[config.mk]
export PLATFORM = sky130hd
export DESIGN_NAME = tdc_scaler_subevent_unpacker_flat
export DESIGN_NICKNAME = d
export VERILOG_FILES = /design/src/hw/rtl/tdcsu_pkg.sv /design/src/hw/rtl/tdcsu_if.sv /design/src/hw/rtl/tdc_scaler_subevent_unpacker.sv /design/src/hw/rtl/tdcsu_ram.sv /design/src/hw/rtl/tdcsu_queue.sv /design/src/hw/rtl/tdcsu_front.sv /design/src/hw/rtl/tdcsu_back.sv /design/src/flat_wrapper.sv
export SDC_FILE = /design/constraint.sdc
export NUM_CORES = 1
export LEC_CHECK = 0
export BUFFER_PORTS_ARGS = -buffer_cell sky130_fd_sc_hd__buf_2
export CAP_MARGIN = 0
export CELL_PAD_IN_SITES_DETAIL_PLACEMENT = 0
export CELL_PAD_IN_SITES_GLOBAL_PLACEMENT = 1
export CORE_ASPECT_RATIO = 0.75
export CORE_MARGIN = 8
export CORE_UTILIZATION = 50
export DETAILED_ROUTE_END_ITERATION = 6
export PLACE_DENSITY = 0.77
export SKIP_LAST_GASP = 1
export SYNTH_ARGS = -nofsm -noshare
export SYNTH_HDL_FRONTEND = slang
export SYNTH_SLANG_ARGS = --single-unit
[constraint.sdc]
create_clock -name clk -period 19.7 [get_ports clk]
set_clock_uncertainty 0.2 [all_clocks]
set_input_delay 3.94 -clock clk [delete_from_list [all_inputs] [get_ports clk]]
set_output_delay 3.94 -clock clk [all_outputs]
set_load 0.01 [all_outputs]
[src/hw/rtl/tdcsu_pkg.sv]
// Shared types, constants and codes for the TDC/scaler subevent unpacker.
// No dependencies; used by the top level, the queue, front and back modules and the testbench.
package tdcsu_pkg;

    localparam int ScalerCountDefault = 32;
    localparam int QueueDepthDefault  = 4;

    // Scaler rows: 8 rows of 4 scalers, one RAM bank per column.
    localparam int RowCount   = 8;
    localparam int RowW       = 3;
    localparam int BankCount  = 4;
    localparam int StoreDepth = RowCount * BankCount;
    localparam int StoreIdxW  = 5;

    localparam int CfgAddrW = 3;

    localparam logic [3:0]  CalTypeNibble = 4'h9;
    localparam logic [31:0] CalHeaderWord = 32'h0800_0000;
    localparam logic [23:0] TrailerMark   = 24'h08_0000;
    localparam logic [11:0] AdcOverrange  = 12'hfff;
    localparam logic [1:0]  TrigChanHigh  = 2'b11;   // channels 24..31
    localparam logic [8:0]  TrigCalBits   = 9'h100;

    localparam logic [7:0] TrigCrateReset = 8'd2;
    localparam logic [4:0] TrigSlotReset  = 5'd11;

    typedef enum logic {
        REG_TRIG_CRATE = 1'b0,
        REG_TRIG_SLOT  = 1'b1
    } reg_idx_t;

    typedef enum logic [1:0] {
        KIND_HIT = 2'd0,
        KIND_ROW = 2'd1,
        KIND_SUM = 2'd2
    } kind_t;

    // Classified word as it travels from the front to the back.
    typedef struct packed {
        logic [31:0] word;
        logic        last;
        logic        cal_first;
        logic        cal_header;
        logic        trailer;
        logic        top_set;
        logic        zero;
    } cmd_t;

    typedef struct packed {
        logic [1:0]  result_kind;
        logic [7:0]  hit_crate;
        logic [4:0]  hit_slot;
        logic [4:0]  hit_channel;
        logic [11:0] hit_value;
        logic [2:0]  row_index;
        logic [23:0] scaler_a;
        logic [23:0] scaler_b;
        logic [23:0] scaler_c;
        logic [23:0] scaler_d;
        logic [8:0]  trigger_bits;
        logic        final_result;
    } res_t;

endpackage

[src/hw/rtl/tdcsu_if.sv]
// Word channels of the unpacker: raw input words and result words.
// Valid/ready handshake; no dependencies.
interface tdcsu_in_if;
    logic        valid;
    logic        ready;
    logic [31:0] data_word;
    logic        last_word;

    modport source (output valid, data_word, last_word, input ready);
    modport sink   (input valid, data_word, last_word, output ready);
endinterface

interface tdcsu_out_if;
    logic        valid;
    logic        ready;
    logic [1:0]  result_kind;
    logic [7:0]  hit_crate;
    logic [4:0]  hit_slot;
    logic [4:0]  hit_channel;
    logic [11:0] hit_value;
    logic [2:0]  row_index;
    logic [23:0] scaler_a;
    logic [23:0] scaler_b;
    logic [23:0] scaler_c;
    logic [23:0] scaler_d;
    logic [8:0]  trigger_bits;
    logic        final_result;

    modport source (output valid, result_kind, hit_crate, hit_slot, hit_channel, hit_value,
                    row_index, scaler_a, scaler_b, scaler_c, scaler_d, trigger_bits,
                    final_result, input ready);
    modport sink   (input valid, result_kind, hit_crate, hit_slot, hit_channel, hit_value,
                    row_index, scaler_a, scaler_b, scaler_c, scaler_d, trigger_bits,
                    final_result, output ready);
endinterface

[src/hw/rtl/tdc_scaler_subevent_unpacker.sv]
// TDC/scaler subevent unpacker, top level: APB registers, front, queue, back.
// An input word is registered in the queue, and its result word in the result register.
// Throughput: 1 word per cycle while the result side keeps up; after the last word of a
// calibration subevent the back sends each scaler row (a registered RAM read, then the
// row output) and then the summary, after any other last word only the summary.
// Reset (rst_n, async low): parser awaits a first word, queue empty, trigger crate 2, slot 11.
module tdc_scaler_subevent_unpacker #(
    parameter int SCALER_COUNT = tdcsu_pkg::ScalerCountDefault,
    parameter int QUEUE_DEPTH  = tdcsu_pkg::QueueDepthDefault
) (
    input  logic                          clk,
    input  logic                          rst_n,
    tdcsu_in_if.sink                      word_in,
    tdcsu_out_if.source                   result_out,
    input  logic                          psel,
    input  logic                          penable,
    input  logic                          pwrite,
    input  logic [tdcsu_pkg::CfgAddrW-1:0] paddr,
    input  logic [31:0]                   pwdata,
    output logic [31:0]                   prdata,
    output logic                          pready
);

    // Configuration registers. Register i sits at byte address 4*i, so
    // paddr[2] selects it; written in the APB access phase.
    logic [7:0]          trig_crate_reg;
    logic [4:0]          trig_slot_reg;
    logic                cfg_wr;
    tdcsu_pkg::reg_idx_t cfg_idx;

    assign pready  = 1'b1;
    assign cfg_wr  = psel && penable && pwrite && pready;
    assign cfg_idx = tdcsu_pkg::reg_idx_t'(paddr[2]);

    always_ff @(posedge clk or negedge rst_n)
    begin
        if (!rst_n)
        begin
            trig_crate_reg <= tdcsu_pkg::TrigCrateReset;
            trig_slot_reg  <= tdcsu_pkg::TrigSlotReset;
        end
        else if (cfg_wr)
        begin
            case (cfg_idx)
                tdcsu_pkg::REG_TRIG_CRATE: trig_crate_reg <= pwdata[7:0];
                tdcsu_pkg::REG_TRIG_SLOT:  trig_slot_reg  <= pwdata[4:0];
                default:
                begin
                end
            endcase
        end
    end

    always_comb
    begin
        case (cfg_idx)
            tdcsu_pkg::REG_TRIG_CRATE: prdata = {24'd0, trig_crate_reg};
            tdcsu_pkg::REG_TRIG_SLOT:  prdata = {27'd0, trig_slot_reg};
            default:                   prdata = '0;
        endcase
    end

    // Front classifies each word; the queue lets the front keep taking words
    // while the back is busy draining rows or waiting on the result side.
    tdcsu_pkg::cmd_t front_cmd;
    tdcsu_pkg::cmd_t back_cmd;
    logic            front_push;
    logic            queue_full;
    logic            queue_not_empty;
    logic            back_pop;

    tdcsu_front u_front (
        .word_in    (word_in),
        .queue_full (queue_full),
        .push       (front_push),
        .cmd        (front_cmd)
    );

    tdcsu_queue #(
        .DEPTH (QUEUE_DEPTH)
    ) u_queue (
        .clk       (clk),
        .rst_n     (rst_n),
        .push      (front_push),
        .push_data (front_cmd),
        .full      (queue_full),
        .pop       (back_pop),
        .pop_data  (back_cmd),
        .not_empty (queue_not_empty)
    );

    // Back runs the subevent parser, keeps the scalers and owns the result
    // register, which decouples it from result-side stalls.
    tdcsu_back #(
        .SCALER_COUNT (SCALER_COUNT)
    ) u_back (
        .clk        (clk),
        .rst_n      (rst_n),
        .cmd        (back_cmd),
        .cmd_valid  (queue_not_empty),
        .cmd_pop    (back_pop),
        .trig_crate (trig_crate_reg),
        .trig_slot  (trig_slot_reg),
        .result_out (result_out)
    );

endmodule

[src/hw/rtl/tdcsu_ram.sv]
// Generic single-write, single-read RAM with registered read data.
// No dependencies.
module tdcsu_ram #(
    parameter int WIDTH = 24,
    parameter int DEPTH = 8
) (
    input  logic                     clk,
    input  logic                     we,
    input  logic [$clog2(DEPTH)-1:0] waddr,
    input  logic [WIDTH-1:0]         wdata,
    input  logic [$clog2(DEPTH)-1:0] raddr,
    output logic [WIDTH-1:0]         rdata
);

    logic [WIDTH-1:0] mem [DEPTH];

    always_ff @(posedge clk)
    begin
        if (we)
        begin
            mem[waddr] <= wdata;
        end
        rdata <= mem[raddr];
    end

endmodule

[src/hw/rtl/tdcsu_queue.sv]
// Short FIFO of classified words between the front and the back.
// Depends on tdcsu_pkg.
module tdcsu_queue #(
    parameter int DEPTH = tdcsu_pkg::QueueDepthDefault
) (
    input  logic               clk,
    input  logic               rst_n,
    input  logic               push,
    input  tdcsu_pkg::cmd_t    push_data,
    output logic               full,
    input  logic               pop,
    output tdcsu_pkg::cmd_t    pop_data,
    output logic               not_empty
);

    localparam int AW = $clog2(DEPTH);

    tdcsu_pkg::cmd_t mem_reg [DEPTH];
    logic [AW-1:0]   wr_ptr_reg, wr_ptr_next;
    logic [AW-1:0]   rd_ptr_reg, rd_ptr_next;
    logic [AW:0]     count_reg, count_next;

    assign full      = (count_reg == (AW+1)'(DEPTH));
    assign not_empty = (count_reg != '0);
    assign pop_data  = mem_reg[rd_ptr_reg];

    always_comb
    begin
        wr_ptr_next = wr_ptr_reg;
        rd_ptr_next = rd_ptr_reg;
        count_next  = count_reg;
        if (push)
        begin
            wr_ptr_next = (wr_ptr_reg == AW'(DEPTH - 1)) ? '0 : wr_ptr_reg + 1'b1;
        end
        if (pop)
        begin
            rd_ptr_next = (rd_ptr_reg == AW'(DEPTH - 1)) ? '0 : rd_ptr_reg + 1'b1;
        end
        if (push && !pop)
        begin
            count_next = count_reg + 1'b1;
        end
        else if (pop && !push)
        begin
            count_next = count_reg - 1'b1;
        end
    end

    always_ff @(posedge clk or negedge rst_n)
    begin
        if (!rst_n)
        begin
            wr_ptr_reg <= '0;
            rd_ptr_reg <= '0;
            count_reg  <= '0;
        end
        else
        begin
            wr_ptr_reg <= wr_ptr_next;
            rd_ptr_reg <= rd_ptr_next;
            count_reg  <= count_next;
        end
    end

    always_ff @(posedge clk)
    begin
        if (push)
        begin
            mem_reg[wr_ptr_reg] <= push_data;
        end
    end

endmodule

[src/hw/rtl/tdcsu_front.sv]
// Front end: accepts raw words and tags them with the patterns the parser needs.
// Depends on tdcsu_pkg and tdcsu_in_if.
module tdcsu_front (
    tdcsu_in_if.sink        word_in,
    input  logic            queue_full,
    output logic            push,
    output tdcsu_pkg::cmd_t cmd
);

    logic [31:0] w;

    assign w             = word_in.data_word;
    assign word_in.ready = !queue_full;
    assign push          = word_in.valid && !queue_full;

    always_comb
    begin
        cmd.word       = w;
        cmd.last       = word_in.last_word;
        cmd.cal_first  = (w[11:8] == tdcsu_pkg::CalTypeNibble);
        cmd.cal_header = (w == tdcsu_pkg::CalHeaderWord);
        cmd.trailer    = (w[31:8] == tdcsu_pkg::TrailerMark);
        cmd.top_set    = |w[31:24];
        cmd.zero       = (w == '0);
    end

endmodule

[src/hw/rtl/tdcsu_back.sv]
// Back end: subevent parser, scaler store in four RAM banks, result sequencer.
// Depends on tdcsu_pkg, tdcsu_out_if and tdcsu_ram.
module tdcsu_back #(
    parameter int SCALER_COUNT = tdcsu_pkg::ScalerCountDefault
) (
    input  logic            clk,
    input  logic            rst_n,
    input  tdcsu_pkg::cmd_t cmd,
    input  logic            cmd_valid,
    output logic            cmd_pop,
    input  logic [7:0]      trig_crate,
    input  logic [4:0]      trig_slot,
    tdcsu_out_if.source     result_out
);

    localparam int CntW = $clog2(SCALER_COUNT + 1);

    typedef enum logic [6:0] {
        PH_FIRST    = 7'b000_0001,
        PH_CAL_HDR  = 7'b000_0010,
        PH_CAL_DATA = 7'b000_0100,
        PH_CAL_DONE = 7'b000_1000,
        PH_HEADER   = 7'b001_0000,
        PH_CHANNELS = 7'b010_0000,
        PH_DONE     = 7'b100_0000
    } phase_t;

    typedef enum logic [3:0] {
        SQ_WORD    = 4'b0001,
        SQ_ROW_RD  = 4'b0010,
        SQ_ROW_OUT = 4'b0100,
        SQ_SUM     = 4'b1000
    } seq_t;

    phase_t                      phase_reg, phase_next;
    seq_t                        seq_reg, seq_next;
    logic [7:0]                  chan_left_reg, chan_left_next;
    logic [7:0]                  crate_reg, crate_next;
    logic [4:0]                  slot_reg, slot_next;
    logic [CntW-1:0]             count_reg, count_next;
    logic                        cleared_reg, cleared_next;
    logic [8:0]                  trig_reg, trig_next;
    logic                        is_cal_reg, is_cal_next;
    logic [tdcsu_pkg::RowW-1:0]  row_reg, row_next;
    logic                        res_valid_reg, res_valid_next;
    tdcsu_pkg::res_t             res_reg, res_next;

    logic                                   out_free;
    logic                                   do_scaler;
    logic                                   store_we;
    logic [23:0]                            store_wdata;
    logic [tdcsu_pkg::StoreIdxW-1:0]        wr_idx;
    logic [23:0]                            bank_rdata [tdcsu_pkg::BankCount];
    logic [23:0]                            bank_val   [tdcsu_pkg::BankCount];
    logic [4:0]                             ch;
    logic [11:0]                            adc;

    assign out_free = !res_valid_reg || result_out.ready;
    assign wr_idx   = tdcsu_pkg::StoreIdxW'(count_reg);
    assign ch       = cmd.word[20:16];
    assign adc      = (cmd.word[11:0] == tdcsu_pkg::AdcOverrange) ? 12'd0 : cmd.word[11:0];

    // One bank per column of the row; bank b holds scalers 8b..8b+7.
    for (genvar b = 0; b < tdcsu_pkg::BankCount; b++)
    begin : g_bank
        logic [tdcsu_pkg::StoreIdxW-1:0] rd_idx;
        logic                            bank_we;

        assign bank_we = store_we
                         && (32'(count_reg) < 32'(tdcsu_pkg::StoreDepth))
                         && (wr_idx[tdcsu_pkg::StoreIdxW-1:tdcsu_pkg::RowW] == 2'(b));
        assign rd_idx  = {2'(b), row_reg};
        // Entries past the fill count, or after an overflow, read as zero.
        assign bank_val[b] = (!cleared_reg && (32'(rd_idx) < 32'(count_reg)))
                             ? bank_rdata[b] : 24'd0;

        tdcsu_ram #(
            .WIDTH (24),
            .DEPTH (tdcsu_pkg::RowCount)
        ) u_ram (
            .clk   (clk),
            .we    (bank_we),
            .waddr (wr_idx[tdcsu_pkg::RowW-1:0]),
            .wdata (store_wdata),
            .raddr (row_reg),
            .rdata (bank_rdata[b])
        );
    end

    always_comb
    begin
        phase_next     = phase_reg;
        seq_next       = seq_reg;
        chan_left_next = chan_left_reg;
        crate_next     = crate_reg;
        slot_next      = slot_reg;
        count_next     = count_reg;
        cleared_next   = cleared_reg;
        trig_next      = trig_reg;
        is_cal_next    = is_cal_reg;
        row_next       = row_reg;
        res_valid_next = res_valid_reg && !result_out.ready;
        res_next       = res_reg;
        cmd_pop        = 1'b0;
        do_scaler      = 1'b0;
        store_we       = 1'b0;
        store_wdata    = cmd.top_set ? 24'd0 : cmd.word[23:0];

        case (seq_reg)
            SQ_WORD:
            begin
                if (cmd_valid && out_free)
                begin
                    cmd_pop = 1'b1;
                    case (phase_reg)
                        PH_FIRST:
                        begin
                            if (cmd.cal_first)
                            begin
                                is_cal_next  = 1'b1;
                                trig_next    = tdcsu_pkg::TrigCalBits;
                                cleared_next = 1'b0;
                                count_next   = '0;
                                phase_next   = PH_CAL_HDR;
                            end
                            else
                            begin
                                is_cal_next = 1'b0;
                                trig_next   = '0;
                                phase_next  = PH_HEADER;
                            end
                        end
                        PH_CAL_HDR:
                        begin
                            phase_next = PH_CAL_DATA;
                            do_scaler  = !cmd.cal_header;
                        end
                        PH_CAL_DATA:
                        begin
                            do_scaler = 1'b1;
                        end
                        PH_HEADER:
                        begin
                            if (cmd.zero)
                            begin
                                phase_next = PH_DONE;
                            end
                            else
                            begin
                                slot_next      = cmd.word[31:27];
                                crate_next     = cmd.word[23:16];
                                chan_left_next = cmd.word[15:8];
                                phase_next     = (cmd.word[15:8] != '0) ? PH_CHANNELS
                                                                        : PH_HEADER;
                            end
                        end
                        PH_CHANNELS:
                        begin
                            res_valid_next           = 1'b1;
                            res_next                 = '0;
                            res_next.result_kind     = tdcsu_pkg::KIND_HIT;
                            res_next.hit_crate       = crate_reg;
                            res_next.hit_slot        = slot_reg;
                            res_next.hit_channel     = ch;
                            res_next.hit_value       = adc;
                            res_next.final_result    = !cmd.last;
                            if (crate_reg == trig_crate && slot_reg == trig_slot
                                && ch[4:3] == tdcsu_pkg::TrigChanHigh)
                            begin
                                trig_next = trig_reg | (9'd1 << ch[2:0]);
                            end
                            chan_left_next = chan_left_reg - 1'b1;
                            if (chan_left_reg == 8'd1)
                            begin
                                phase_next = PH_HEADER;
                            end
                        end
                        default:
                        begin
                        end
                    endcase

                    if (do_scaler)
                    begin
                        if (cmd.trailer)
                        begin
                            phase_next = PH_CAL_DONE;
                        end
                        else if (32'(count_reg) < 32'(SCALER_COUNT))
                        begin
                            store_we   = 1'b1;
                            count_next = count_reg + 1'b1;
                        end
                        else
                        begin
                            cleared_next = 1'b1;
                            phase_next   = PH_CAL_DONE;
                        end
                    end

                    if (cmd.last)
                    begin
                        row_next = '0;
                        seq_next = is_cal_next ? SQ_ROW_RD : SQ_SUM;
                    end
                end
            end
            SQ_ROW_RD:
            begin
                seq_next = SQ_ROW_OUT;
            end
            SQ_ROW_OUT:
            begin
                if (out_free)
                begin
                    res_valid_next       = 1'b1;
                    res_next             = '0;
                    res_next.result_kind = tdcsu_pkg::KIND_ROW;
                    res_next.row_index   = row_reg;
                    res_next.scaler_a    = bank_val[0];
                    res_next.scaler_b    = bank_val[1];
                    res_next.scaler_c    = bank_val[2];
                    res_next.scaler_d    = bank_val[3];
                    if (row_reg == tdcsu_pkg::RowW'(tdcsu_pkg::RowCount - 1))
                    begin
                        seq_next = SQ_SUM;
                    end
                    else
                    begin
                        row_next = row_reg + 1'b1;
                        seq_next = SQ_ROW_RD;
                    end
                end
            end
            SQ_SUM:
            begin
                if (out_free)
                begin
                    res_valid_next        = 1'b1;
                    res_next              = '0;
                    res_next.result_kind  = tdcsu_pkg::KIND_SUM;
                    res_next.trigger_bits = trig_reg;
                    res_next.final_result = 1'b1;
                    phase_next            = PH_FIRST;
                    chan_left_next        = '0;
                    trig_next             = '0;
                    is_cal_next           = 1'b0;
                    seq_next              = SQ_WORD;
                end
            end
            default:
            begin
                seq_next = SQ_WORD;
            end
        endcase
    end

    always_ff @(posedge clk or negedge rst_n)
    begin
        if (!rst_n)
        begin
            phase_reg     <= PH_FIRST;
            seq_reg       <= SQ_WORD;
            chan_left_reg <= '0;
            crate_reg     <= '0;
            slot_reg      <= '0;
            count_reg     <= '0;
            cleared_reg   <= 1'b0;
            trig_reg      <= '0;
            is_cal_reg    <= 1'b0;
            row_reg       <= '0;
            res_valid_reg <= 1'b0;
        end
        else
        begin
            phase_reg     <= phase_next;
            seq_reg       <= seq_next;
            chan_left_reg <= chan_left_next;
            crate_reg     <= crate_next;
            slot_reg      <= slot_next;
            count_reg     <= count_next;
            cleared_reg   <= cleared_next;
            trig_reg      <= trig_next;
            is_cal_reg    <= is_cal_next;
            row_reg       <= row_next;
            res_valid_reg <= res_valid_next;
        end
    end

    always_ff @(posedge clk)
    begin
        res_reg <= res_next;
    end

    assign result_out.valid        = res_valid_reg;
    assign result_out.result_kind  = res_reg.result_kind;
    assign result_out.hit_crate    = res_reg.hit_crate;
    assign result_out.hit_slot     = res_reg.hit_slot;
    assign result_out.hit_channel  = res_reg.hit_channel;
    assign result_out.hit_value    = res_reg.hit_value;
    assign result_out.row_index    = res_reg.row_index;
    assign result_out.scaler_a     = res_reg.scaler_a;
    assign result_out.scaler_b     = res_reg.scaler_b;
    assign result_out.scaler_c     = res_reg.scaler_c;
    assign result_out.scaler_d     = res_reg.scaler_d;
    assign result_out.trigger_bits = res_reg.trigger_bits;
    assign result_out.final_result = res_reg.final_result;

endmodule

[src/flat_wrapper.sv]
// flat-port wrapper written by rule: the top's interface ports become plain ports
module tdc_scaler_subevent_unpacker_flat 
#(
    parameter int SCALER_COUNT = tdcsu_pkg::ScalerCountDefault,
    parameter int QUEUE_DEPTH  = tdcsu_pkg::QueueDepthDefault
)
  (clk, rst_n, psel, penable, pwrite, paddr, pwdata, prdata, pready, word_in_valid, word_in_data_word, word_in_last_word, word_in_ready, result_out_valid, result_out_result_kind, result_out_hit_crate, result_out_hit_slot, result_out_hit_channel, result_out_hit_value, result_out_row_index, result_out_scaler_a, result_out_scaler_b, result_out_scaler_c, result_out_scaler_d, result_out_trigger_bits, result_out_final_result, result_out_ready);
  tdcsu_in_if word_in_i ();
  tdcsu_out_if result_out_i ();
  input  logic clk;
  input  logic rst_n;
  input  logic psel;
  input  logic penable;
  input  logic pwrite;
  input  logic [tdcsu_pkg::CfgAddrW-1:0] paddr;
  input  logic [31:0] pwdata;
  output logic [31:0] prdata;
  output logic pready;
  input wire logic [$bits(word_in_i.valid)-1:0] word_in_valid;
  input wire logic [$bits(word_in_i.data_word)-1:0] word_in_data_word;
  input wire logic [$bits(word_in_i.last_word)-1:0] word_in_last_word;
  output wire logic [$bits(word_in_i.ready)-1:0] word_in_ready;
  output wire logic [$bits(result_out_i.valid)-1:0] result_out_valid;
  output wire logic [$bits(result_out_i.result_kind)-1:0] result_out_result_kind;
  output wire logic [$bits(result_out_i.hit_crate)-1:0] result_out_hit_crate;
  output wire logic [$bits(result_out_i.hit_slot)-1:0] result_out_hit_slot;
  output wire logic [$bits(result_out_i.hit_channel)-1:0] result_out_hit_channel;
  output wire logic [$bits(result_out_i.hit_value)-1:0] result_out_hit_value;
  output wire logic [$bits(result_out_i.row_index)-1:0] result_out_row_index;
  output wire logic [$bits(result_out_i.scaler_a)-1:0] result_out_scaler_a;
  output wire logic [$bits(result_out_i.scaler_b)-1:0] result_out_scaler_b;
  output wire logic [$bits(result_out_i.scaler_c)-1:0] result_out_scaler_c;
  output wire logic [$bits(result_out_i.scaler_d)-1:0] result_out_scaler_d;
  output wire logic [$bits(result_out_i.trigger_bits)-1:0] result_out_trigger_bits;
  output wire logic [$bits(result_out_i.final_result)-1:0] result_out_final_result;
  input wire logic [$bits(result_out_i.ready)-1:0] result_out_ready;
  assign word_in_i.valid = word_in_valid;
  assign word_in_i.data_word = word_in_data_word;
  assign word_in_i.last_word = word_in_last_word;
  assign word_in_ready = word_in_i.ready;
  assign result_out_valid = result_out_i.valid;
  assign result_out_result_kind = result_out_i.result_kind;
  assign result_out_hit_crate = result_out_i.hit_crate;
  assign result_out_hit_slot = result_out_i.hit_slot;
  assign result_out_hit_channel = result_out_i.hit_channel;
  assign result_out_hit_value = result_out_i.hit_value;
  assign result_out_row_index = result_out_i.row_index;
  assign result_out_scaler_a = result_out_i.scaler_a;
  assign result_out_scaler_b = result_out_i.scaler_b;
  assign result_out_scaler_c = result_out_i.scaler_c;
  assign result_out_scaler_d = result_out_i.scaler_d;
  assign result_out_trigger_bits = result_out_i.trigger_bits;
  assign result_out_final_result = result_out_i.final_result;
  assign result_out_i.ready = result_out_ready;
  tdc_scaler_subevent_unpacker #(.SCALER_COUNT(SCALER_COUNT), .QUEUE_DEPTH(QUEUE_DEPTH)) u_core (.clk(clk), .rst_n(rst_n), .word_in(word_in_i), .result_out(result_out_i), .psel(psel), .penable(penable), .pwrite(pwrite), .paddr(paddr), .pwdata(pwdata), .prdata(prdata), .pready(pready));
endmodule
## Word level (Yosys, flattened, before mapping)

Memory sizes are Yosys's and may differ from the RTL's. A register that Yosys moved wholly into a read port is not among the register bits.
Cells that the tools add are included.
W data, S select, Z words.

| cells by class | value |
|---|---|
| $add $sub $neg | 7 |
| $lt $le $gt $ge | 5 |
| equal/unequal tests | 34 |
| shift-type cells | 1 |
| mux-type cells | 91 |
| bitwise operators | 3 |
| reduce and logical (&&, ||, !) cells | 47 |

Operators by type and width:

| cell | number |
|---|---|
| $mux W141 | 4 |
| $pmux W141 S3 | 1 |
| $mux W24 | 5 |
| $pmux W32 S2 | 1 |
| $mux W7 | 7 |
| $mux W6 | 6 |
| $mux W9 | 4 |
| $pmux W9 S2 | 2 |
| $mux W1 | 33 |
| $eq A32 B28 Y1 const B | 1 |
| $logic_not A32 Y1 | 1 |
| $pmux W8 S2 | 2 |
| $pmux W7 S4 | 1 |
| $eq A24 B20 Y1 const B | 1 |
| $mux W4 | 6 |
| $mux W8 | 3 |
| $reduce_and A5 Y1 | 4 |
| $logic_and A1 B1 Y1 | 18 |
| $mux W3 | 6 |
| $pmux W4 S4 | 1 |
| $pmux W7 S2 | 1 |
| $eq A12 B12 Y1 const B | 1 |
| $lt A5 B6 Y1 | 2 |
| $mux W12 | 1 |
| 45 further kinds | 76 |

| word-level totals | value |
|---|---|
| bits in registers | 214 |
| RAM bits | 920 |
| input port bits | 75 |
| output and inout port bits | 176 |
| word-level logic and storage cells | 221 |
| memories | 5 |

Memories:

| name | depth | width | rd ports | clocked after Yosys merged registers in | write ports | RTL line | source |
|---|---|---|---|---|---|---|---|
| u_core.u_back.g_bank[0].u_ram.mem | 8 | 24 | 1 | 1 | 1 | tdcsu_ram.sv:15 | `logic [WIDTH-1:0] mem [DEPTH];` |
| u_core.u_back.g_bank[1].u_ram.mem | 8 | 24 | 1 | 1 | 1 | tdcsu_ram.sv:15 |  |
| u_core.u_back.g_bank[2].u_ram.mem | 8 | 24 | 1 | 1 | 1 | tdcsu_ram.sv:15 |  |
| u_core.u_back.g_bank[3].u_ram.mem | 8 | 24 | 1 | 1 | 1 | tdcsu_ram.sv:15 |  |
| u_core.u_queue.mem_reg | 4 | 38 | 1 | 0 | 1 | tdcsu_queue.sv:18 | `tdcsu_pkg::cmd_t mem_reg [DEPTH];` |

## Logic depth before layout (Yosys ltp)

Gate-level depths: netlist of run 1.

| depth | value |
|---|---|
| depth after elaboration | 12 |
| depth in mapped cells | 11 |
| gate-level depth less buffers | 9 |

## Cells and area by module

A second synthesis of run 1 with hierarchy kept.

| unflattened totals | value |
|---|---|
| cells, all modules | 2263 |
| area total of the unflattened synthesis | 46912.5 um^2 |

Modules (own cells, without submodules):

| module | times used | cells each | area an instance (um^2) | sequential area each (um^2) |
|---|---|---|---|---|
| tdcsu_ram at u_core.u_back.g_bank[0].u_ram ... | 3 | 314 | 7797.5 | 6246.0 |
| tdcsu_back | 1 | 653 | 8583.2 | 5562.8 |
| tdcsu_ram at u_core.u_back.g_bank[1].u_ram | 1 | 314 | 7810.0 | 6246.0 |
| tdcsu_queue | 1 | 236 | 5947.0 | 4739.5 |
| tdc_scaler_subevent_unpacker | 1 | 64 | 794.5 | 330.3 |
| tdcsu_front | 1 | 54 | 385.4 | 0.0 |

## Least setup slack after synthesis of run 1

No wires, ideal clock.

| timing | value |
|---|---|
| kind | input port to flip-flop |
| start | in result_out_ready |
| end | reg u_core.u_back.res_reg (netlist bit u_core.u_back.result_out.final_result) (enable) |
| library setup time | 0.644 ns |
| arrival time | 10.056 ns |
| required time | 18.856 ns |
| path slack | 8.800 ns |
| stages on the path | 3 |
| path buffers | 1 |
| path through | nor2b_1 -> clkbuf_1 -> nor2_1 |

| on the way | value |
|---|---|
| longest elaborated chain between the ends | 4 |
| elaborated cells on any way between the ends | 6 |
| classes of those cells | eq/ne: 3; reduce/logical: 3 |

RTL lines:

| item | RTL line | source |
|---|---|---|
| from (decl) | flat_wrapper.sv:36 | `input wire logic [$bits(result_out_i.ready)-1:0] result_out_ready;` |
| $logic_or A1 B1 Y1 (*) | tdcsu_back.sv:58 | `assign out_free = !res_valid_reg \|\| result_out.ready;` |
| $logic_and A1 B1 Y1 | tdcsu_back.sv:112 | `if (cmd_valid && out_free)` |
| $ne A2 B2 Y1 (no line) | n/a |  |
| $reduce_and A5 Y1 (no line) (*) | n/a |  |
| to (signal assigned) | tdcsu_back.sv:292 | `res_reg <= res_next;` |
| to (decl) | tdcsu_back.sv:46 | `tdcsu_pkg::res_t res_reg, res_next;` |

Every way passes the cells marked *; elsewhere a longest branch is shown, timed or not.
A chain may end at the register's enable or synchronous reset.

## Worst setup path after layout of run 1

| timing | value |
|---|---|
| start | in paddr[2] (netlist name) |
| end | out prdata[4] |

| on the way | value |
|---|---|
| longest elaborated chain between the ends | 2 |

RTL lines:

| item | RTL line | source |
|---|---|---|
| from (decl) | flat_wrapper.sv:15 | `input logic [tdcsu_pkg::CfgAddrW-1:0] paddr;` |
| $not A1 Y1 (no line) | n/a |  |
| $pmux W32 S2 (*) | tdc_scaler_subevent_unpacker.sv:56 | `case (cfg_idx)` |
| to (decl) | flat_wrapper.sv:17 | `output logic [31:0] prdata;` |

Every way passes the cells marked *; elsewhere a longest branch is shown, timed or not. The select of a mux whose other input is x is not followed.

==> results.md, run 1 <==
- STA classifies the critical path startpoint as a primary input.
- The detail route stage leaves a number of antenna-violating nets equal to 0.
- Summing all flip-flop and latch instances after layout gives ~0.035 sq mm.
- After synthesis the netlist holds a flip-flop and latch count of ~1200.
- For this design, the slowest cell found on the critical path is mux2_2.
- The critical path goes through buf_2 -> mux2_2 -> buf_2.
- For this run, the number of Yosys warnings is 0.
- The first detailed-routing pass ran for 5 iterations.
- Setup violations remaining at the end of the flow were counted as 0.
- The clock drives approximately 1200 sinks.
- The number of synthesized flops with an enable pin is ~1000.
- The area growth from synthesis to layout is 14.47%.
- Setup repair after global routing left no endpoint under its margin.
- The number of flip-flops in the largest register is 768.
- After global routing the overflow that remains totals 0.
- By area the synthesized netlist is led by edfxtp_1 (69%), mux4_2 (11%), dfxtp_1 (4.2%).
- In this run the static leakage power is 18.04 nW.
- Detailed placement finished with a half-perimeter wire length of about 56000 um.
- The worst setup path is of the primary input to primary output kind.
- The critical path's top delay family is multiplexers.
- The synthesized-area fraction occupied by ao, oa, aoi and oai cells is 1.735%.
- The post-route standard cell area excluding fillers is 0.05249 sq mm.
- The library cell with the largest summed area after synthesis is edfxtp_1.
- For this run, the register share of the synthesized area comes to around three quarters.
- The initial detailed-routing violation count is 2131.
- The die extent in y is 278.3 um.
- The share of Yosys cell area claimed by the top area cell type is between 60% and 70%.
- The final net count is between 2000 and 3000.
- Fill cells in the final layout number slightly below 7000.
- The count of final max-slew check failures was 0.
- The number of distinct library cells after synthesis is 75.
- The longest individual stage delay on the worst path is 370 ps.
- The routed wire length is 99160 um.
- Summing the areas of all and, or, nand and nor instances in the mapped netlist gives 6.775% of the synthesized area.
- Buffers inserted during clock tree synthesis total 112.
- The routed via count divided by cell count is around 5.7.
- During placement, the flow inserted port buffers numbering 199.
- The share of the cycle needed by the critical path after routing is 44.68%.
- Summing the areas of all xor and xnor instances in the mapped netlist gives 0.3247% of the synthesized area.
- The largest net degree at the start of global routing is 100.
- The worst register-to-register path has a depth of 7.
- The post-synthesis share of cell area spent on full adders, half adders and majority gates is 0.3984%.
- The root buffer cell chosen for the clock tree is clkbuf_16.
- STA puts the critical path data required time at between 15000 and 20000 ps.
- The worst hold path passes through 2 cells.
- The async set-or-reset flop fraction in the synthesized netlist is 5.993%.
- The fraction of synthesized area in multiplexers is approximately an eighth.
- The highest achievable clock rate is 113.6 MHz.
- After detailed routing, the average wire length per cell comes to 24.59 um.
- In this run the cell area measured after placement is 0.04847 sq mm.
- In the synthesized netlist the dominant register cell turns out to be edfxtp_1.
- The power after layout is between 6 and 7 mW.
- Counting along the longest clock path gives a buffer depth of 3.
- The number of max-cap violations is 0.
- For the pin with the worst max-slew slack, the measured transition is 1254 ps.
- The worst pin sits at a relative slew slack of 16.43%.
- The initial utilization of the core area, before any placement, comes to 50.30%.
- The total power per unit cell area is 130.3 mW/mm^2.
- The first global-routing pass estimated 148200 um of wire.
- The total negative slack is 0 ps.
- The number of antenna violations at the first check in global routing is 3.
- Buffers inserted to repair hold after CTS numbered 0.
- The number of buffer and inverter instances along the worst setup path is 2.
- Across all layers, the routed design uses 22840 vias.
- The final weighted congestion in routability-driven placement is 0.7915.
- The kind of end point of the critical path is a primary output.
- The total area of multi-input combinational cells is 0.01009 sq mm.
- The synthesized area is 0.04585 sq mm.
- The CTS tree is yes.
- The via count of the first global-routing pass is 23660.
- The die covers roughly 0.10 sq mm.
- From left edge to right edge, the die measures 365.7 um.
- Along the worst path, the maximum fanout reaches 10.
- The final routed DRC violation total is 0.
- The number of antenna diodes in the final layout is 0.
- The run finished with clean final reports.
- The region available for standard cell placement spans just over 0.09 sq mm.
- The most prevalent standard cell on the critical path is buf_2.
- The instance count of the mapped netlist is 2461.
- The worst path in the final design needs a cycle of 8802 ps, including I/O delays and setup.
- The clock reaches the later pin of the worst-skew pair after 690 ps.
- The critical path crosses 3 cells after its start point.
- Cells fill 57.57% of the core in the end.
- The number of ports placed on the die boundary is 251.
- After clock tree synthesis, the repair step resized 0 gates.
- The ratio of cells with drive above 1 in the final layout is 27.86%.
- A synthesized cell averages 18.63 sq um.
- The main combinational cell family by area after synthesis is multiplexers.
- The post-CTS clock slew at the launch and capture registers of the worst setup and hold paths is 60 ps.
- The floorplan has 96 rows.
- After clock tree synthesis, the setup repair step added 0 buffers.
- The worst min-delay path category is register to register.
- The count of H-tree levels built during CTS is 3.
- For the worst setup path, the data arrival time is roughly 4700 ps.
- The largest voltage drop on the vdd net is 0.1401 mV.
- For this run, the total global-route usage over all layers was measured as about a fifth.
- The number of endpoints with negative hold slack in the final report is 0.
==> worst min-delay path, delay by kind of cell (launching register included) <==
family	cells	cell delay, ps
flops	1	330
compound gates	1	60
simple gates	1	50
==> final timing paths <==
kind	start	end	slack (ps)
max in group asynchronous	rst_n	u_core.u_back.row_reg[1]	15360
worst max-delay path	paddr[2]	prdata[4]	10900
worst max register to register	u_core.u_back.seq_reg[2]	u_core.u_back.result_out.scaler_b[16]	14500
worst min register to register	u_core.u_back.trig_reg[4]	u_core.u_back.trig_reg[4]	280
min in group asynchronous	rst_n	u_core.trig_crate_reg[7]	3210
worst min-delay path	u_core.u_back.trig_reg[4]	u_core.u_back.trig_reg[4]	280
==> cells in the mapped netlist, types with 4 or more instances <==
library cell,number
edfxtp_1,1049
nand2_1,326
mux4_2,227
dfxtp_1,96
and2_1,95
nor2_1,70
dfrtp_1,67
clkbuf_1,57
inv_1,44
mux2_2,33
nor2b_1,31
a211oi_1,28
and3_1,28
buf_4,28
buf_1,26
buf_2,26
nor3_1,20
o21ai_0,19
nand4_1,18
a21oi_1,14
nand3_1,14
ha_1,13
xnor2_1,12
nand2b_1,8
nor4_1,7
o31ai_1,7
or3_1,7
dfstp_2,6
o21ai_1,5
xor2_1,5
a21oi_2,4
a221o_1,4
o21a_1,4
==> metrics by stage <==
step | hold slack, ps | setup WS (ps) | instances
finish | 284.0 | 10900 | 4032
global route | 307.8 | 10870 | 4032
CTS | 288.5 | 10910 | 4032
detailed placement | 273.8 | 10910 | 3821
global placement | 261.5 | 10920 | 3821
floorplan | 238.7 | 8800 | 2484
==> cell type report <==
class / count / share of cell area, %
Multi-Input combinational cell: 1081 / 19.23
Clock buffer: 146 / 5.950
Timing Repair Buffer: 251 / 2.670
Tap cell: 1225 / 2.920
Sequential cell: 1218 / 67.19
Clock inverter: 65 / 1.702
Inverter: 46 / 0.3313
==> placed cells by master (no fill, tap or decap), drive strengths merged, types with 4 or more instances in the layout <==
cell type,n
a211oi,28
a21oi,19
a221o,4
and2,96
and3,28
buf,251
bufinv,19
clkbuf,146
clkinv,32
clkinvlp,10
conb,25
dfrtp,67
dfstp,6
dfxtp,96
edfxtp,1049
ha,13
inv,50
mux2,33
mux4,227
nand2,326
nand2b,8
nand3,16
nand4,18
nor2,70
nor2b,31
nor3,21
nor4,9
o21a,4
o21ai,24
o31ai,7
or3,7
xnor2,12
xor2,5
==> routing by layer <==
metal	vias up	GRT usage, %	part of all wire (%)
li1	9964	-	-
met1	11970	27.26	43
met2	763	31.53	49
met3	142	3.088	6.6
met4	0	4.548	1.9
met5	-	0	0
==> kinds of logic after synthesis <==
logic type | Yosys count
flip-flops | 1218
AND/OR/NAND/NOR | 649
multiplexers | 263
buffers and inverters | 185
AO/OA/AOI/OAI | 113
XOR/XNOR | 17
adder cells (fa/ha/maj) | 14
other | 2
==> power by group <==
group          leakage (nW)  switching (mW)  internal [mW]
Combinational          4.71           0.839          0.329
Sequential             11.4          0.0813           3.27
Clock                  1.95           0.944           1.37
Total                  18.0            1.86           4.97
Power figures use the tool's default switching activity.
==> inputs of run 2 (changes only) <==
- clock period: 19.7 -> 8.31 ns (I/O delays scaled with it)
==> run 2 against run 1 <==
Effect of this change:
- worst setup slack got worse by 6900 ps
- global-route usage increased by 0.091 points
- clock power increased by 120%
- first-iteration DRC count decreased by 2.5%
- final area decreased by 0.45%
- hold slack improved by 0.94 ps
- routed wire length about the same
- critical path type is now register to register
- highest routed layer unchanged
==> results.md, run 2 (synthesis results as in run 1) <==
- Subtracting the final worst setup slack from the clock period gives 4277 ps.
- The met2 capacity usage during global routing is 30.69%.
- For the pin with the worst max-slew slack, the measured transition is 1175 ps.
- The routing layer with the top usage in global route is met2.
- Traced cell by cell, the critical path runs through or4b_2 -> inv_1 -> nor2_1 -> a21boi_0 -> nor2_4 -> buf_12.
- The total negative slack is 0 ps.
- The number of setup buffers added after CTS is 0.
- The number of antenna violations at the first check in global routing is 3.
- The number of gates resized after CTS is 0.
- For the worst setup path, the data arrival time is 4370 ps.
- The kind of end point of the critical path is a register.
- Of all nets on the critical path, the largest fanout is approximately 140.
- Of the available clock period, the critical path in the final layout requires about half.
- Setup repair after global routing left no endpoint under its margin.
- The top cell types in the final layout, fill and taps aside, are edfxtp_1 (1049), nand2_1 (326), mux4_2 (227).
- The critical path launch point is u_core.u_back.seq_reg[2].
- The insertion delay of the later-clocked pin in the worst-skew pair is 690 ps.
- The worst register-to-register path has a depth of 6.
- The worst register-to-register path begins at u_core.u_back.seq_reg[2].
- The row count is 96.
- Measured against its own limit, the worst slew margin works out to 21.65%.
- The register with the most flip-flops in the layout has 768 of them.
- The total area of multi-input combinational cells is 0.01006 sq mm.
- The final routed DRC violation total is 0.
- The number of vias after detailed routing is between 20000 and 25000.
- The sequential power share is 49.9%.
- The number of optimization iterations in the first detailed-route pass is 5.
- The portion of total power attributed to combinational logic is 17.7%.
- STA classifies the critical path startpoint as a register.
- In the final design database the tool counted 2805 nets.
- The post-route netlist has about 28% of its cells at a drive strength greater than 1.
- The CTS tree is yes.
- The number of clock sinks seen by CTS is 1218.
- The final standard cell utilization of the core is a little under three fifths.
- The floorplan die area is 0.1018 sq mm.
- Of the total power, the share spent switching nets is 27.97%.
- Based on the critical path, the design can be clocked at up to 233.8 MHz.
- The die is 278.3 um tall.
- The count of final max-slew check failures came to 0.
- The met1 layer usage reported by global route is a little over a quarter.
- The longest clock path from root to sink contains 3 buffers.
- The global-route met3 utilization is 4.382%.
- The cell with the biggest individual delay on the critical path is or4b_2.
- On the final layout, the worst hold slack is 284.9 ps.
- Summed over all cells, the static leakage comes to 18.01 nW.
- The tightest min-delay check is of the register to register type.
- Buffers placed on the I/O ports in this run total 199.
- The initial detailed-routing violation count is 2077.
- Setup violations remaining at the end of the flow were counted as 0.
- Wires add up to 99120 um.
- After clock tree synthesis, the clock-pin slew on the worst setup and hold paths is 70 ps.
- Across the whole layout, storage elements account for 0.03527 sq mm.
- The core area is 0.09117 sq mm.
- The wire length of the first global-routing pass is around 150000 um.
- The longest individual stage delay on the worst path is 1040 ps.
- The initial utilization of the core area, before any placement, comes to 50.30%.
- 251 I/O pins were placed.
- Once placement completed, the tool counted placed cells totaling 3828.
- The horizontal die dimension is 365.7 um.
- In the global route stage, overall resource usage came out at about 19%.
- The internal power is 11.49 mW.
- The number of hold buffers added after CTS was 0.
- The worst hold path passes through 2 cells.
- In this run the critical register-to-register path is captured at u_core.u_back.result_out.scaler_c[4].
- The via count of the first global-routing pass was 23420.
- The number of inserted filler cells in the final layout is 6708.
- The number of max-cap violations is 0.
- The type of the worst setup path is register to register.
- The number of endpoints with negative hold slack in the final report is 0.
- The flow ran to the end, and the final reports show no timing, DRC or antenna violations.
- The final weighted congestion in routability-driven placement is 0.8047.
- The commonest non-fill, non-tap cell in the layout is edfxtp_1.
- After global routing the overflow that remains totals 0.
- The placed wire-length estimate is between 50000 and 60000 um.
- The most critical setup path has its endpoint at u_core.u_back.result_out.scaler_c[4].
- The number of buffer and inverter instances along the worst setup path is 2.
- The total net switching power is ~4.5 mW.
- The H-tree was split into 3 levels.
- Leaving out filler cells and counting taps, the final layout contains 4042.
- The cell family contributing the most delay on the critical path is simple AND/OR/NAND/NOR gates.
- The total power per unit cell area is 305.3 mW/mm^2.
- After detailed routing, the number of vias per cell comes to around 5.6.
- The number of buffers created by CTS is 111.
- The worst reg-to-reg setup slack is 4030 ps.
- The post-synthesis to final-layout area growth is 13.96%.
- The count of nets left with antenna violations once routing finished came out at 0.
- The root buffer cell chosen for the clock tree is clkbuf_16.
- The required time reported for the critical path endpoint is around 8400 ps.
- The largest net degree at the start of global routing is 142.
- The worst-case IR drop observed on VDD is 0.2435 mV.
- The cell depth of the worst setup path is 6.
- In the final routed layout, each cell accounts on average for about 25 um.
- The clock network burns 32.4% of the power.
==> run 2: through the flow <==
stage | worst slack [ps] | power (mW) | cell area [sq um]
after CTS | 4062 | 16.06 | 52250
after global placement | 3561 | 10.77 | 48500
final | 4033 | 15.95 | 52250
after global routing | 3840 | 16.48 | 52250
after floorplan | 2080 | 9.611 | 45940
after detailed placement | 3521 | 10.91 | 48500
==> run 2: worst min-delay path: cells and delay by family (launching register included) <==
kind | cells | cell delay [ps]
flops | 1 | 350
simple gates | 2 | 100
==> run 2: per-layer routing <==
metal | part of all wire (%) | vias to the layer above
met5 | 0 | -
met4 | 2.2 | 0
met3 | 8.2 | 139
met2 | 48 | 827
met1 | 42 | 11800
li1 | - | 9982
==> run 2: final cells by class <==
cell class              count  area share (%)
diodes                      2        0.009578
clock buffers             148           5.931
clock inverters            64           1.240
inverters                  46          0.3328
multi-input cells        1081           19.25
flip-flops and latches   1218           67.50
well taps                1225           2.933
repair buffers            258           2.806
==> run 2: worst min-delay path by stage <==
stage / start / end / slack, ps
2_1_floorplan: u_core.u_back.trig_reg[8] / u_core.u_back.trig_reg[8] / 240
3_3_place_gp: u_core.u_back.trig_reg[8] / u_core.u_back.trig_reg[8] / 260
3_5_place_dp: u_core.u_back.trig_reg[8] / u_core.u_back.trig_reg[8] / 270
4_1_cts: u_core.u_back.trig_reg[8] / u_core.u_back.trig_reg[8] / 280
5_1_grt: u_core.u_back.g_bank[1].u_ram.rdata[18] / u_core.u_back.result_out.scaler_b[18] / 320
6_report: u_core.u_back.trig_reg[8] / u_core.u_back.trig_reg[8] / 280
==> run 2: power groups by stage <==
stage,sequential [mW],combinational [mW],clock (mW)
after floorplan,8.07,1.54,0
after global placement,8.06,2.71,0
after detailed placement,8.08,2.83,0
after CTS,7.96,2.84,5.27
after global routing,7.99,3.02,5.48
final,7.96,2.82,5.17
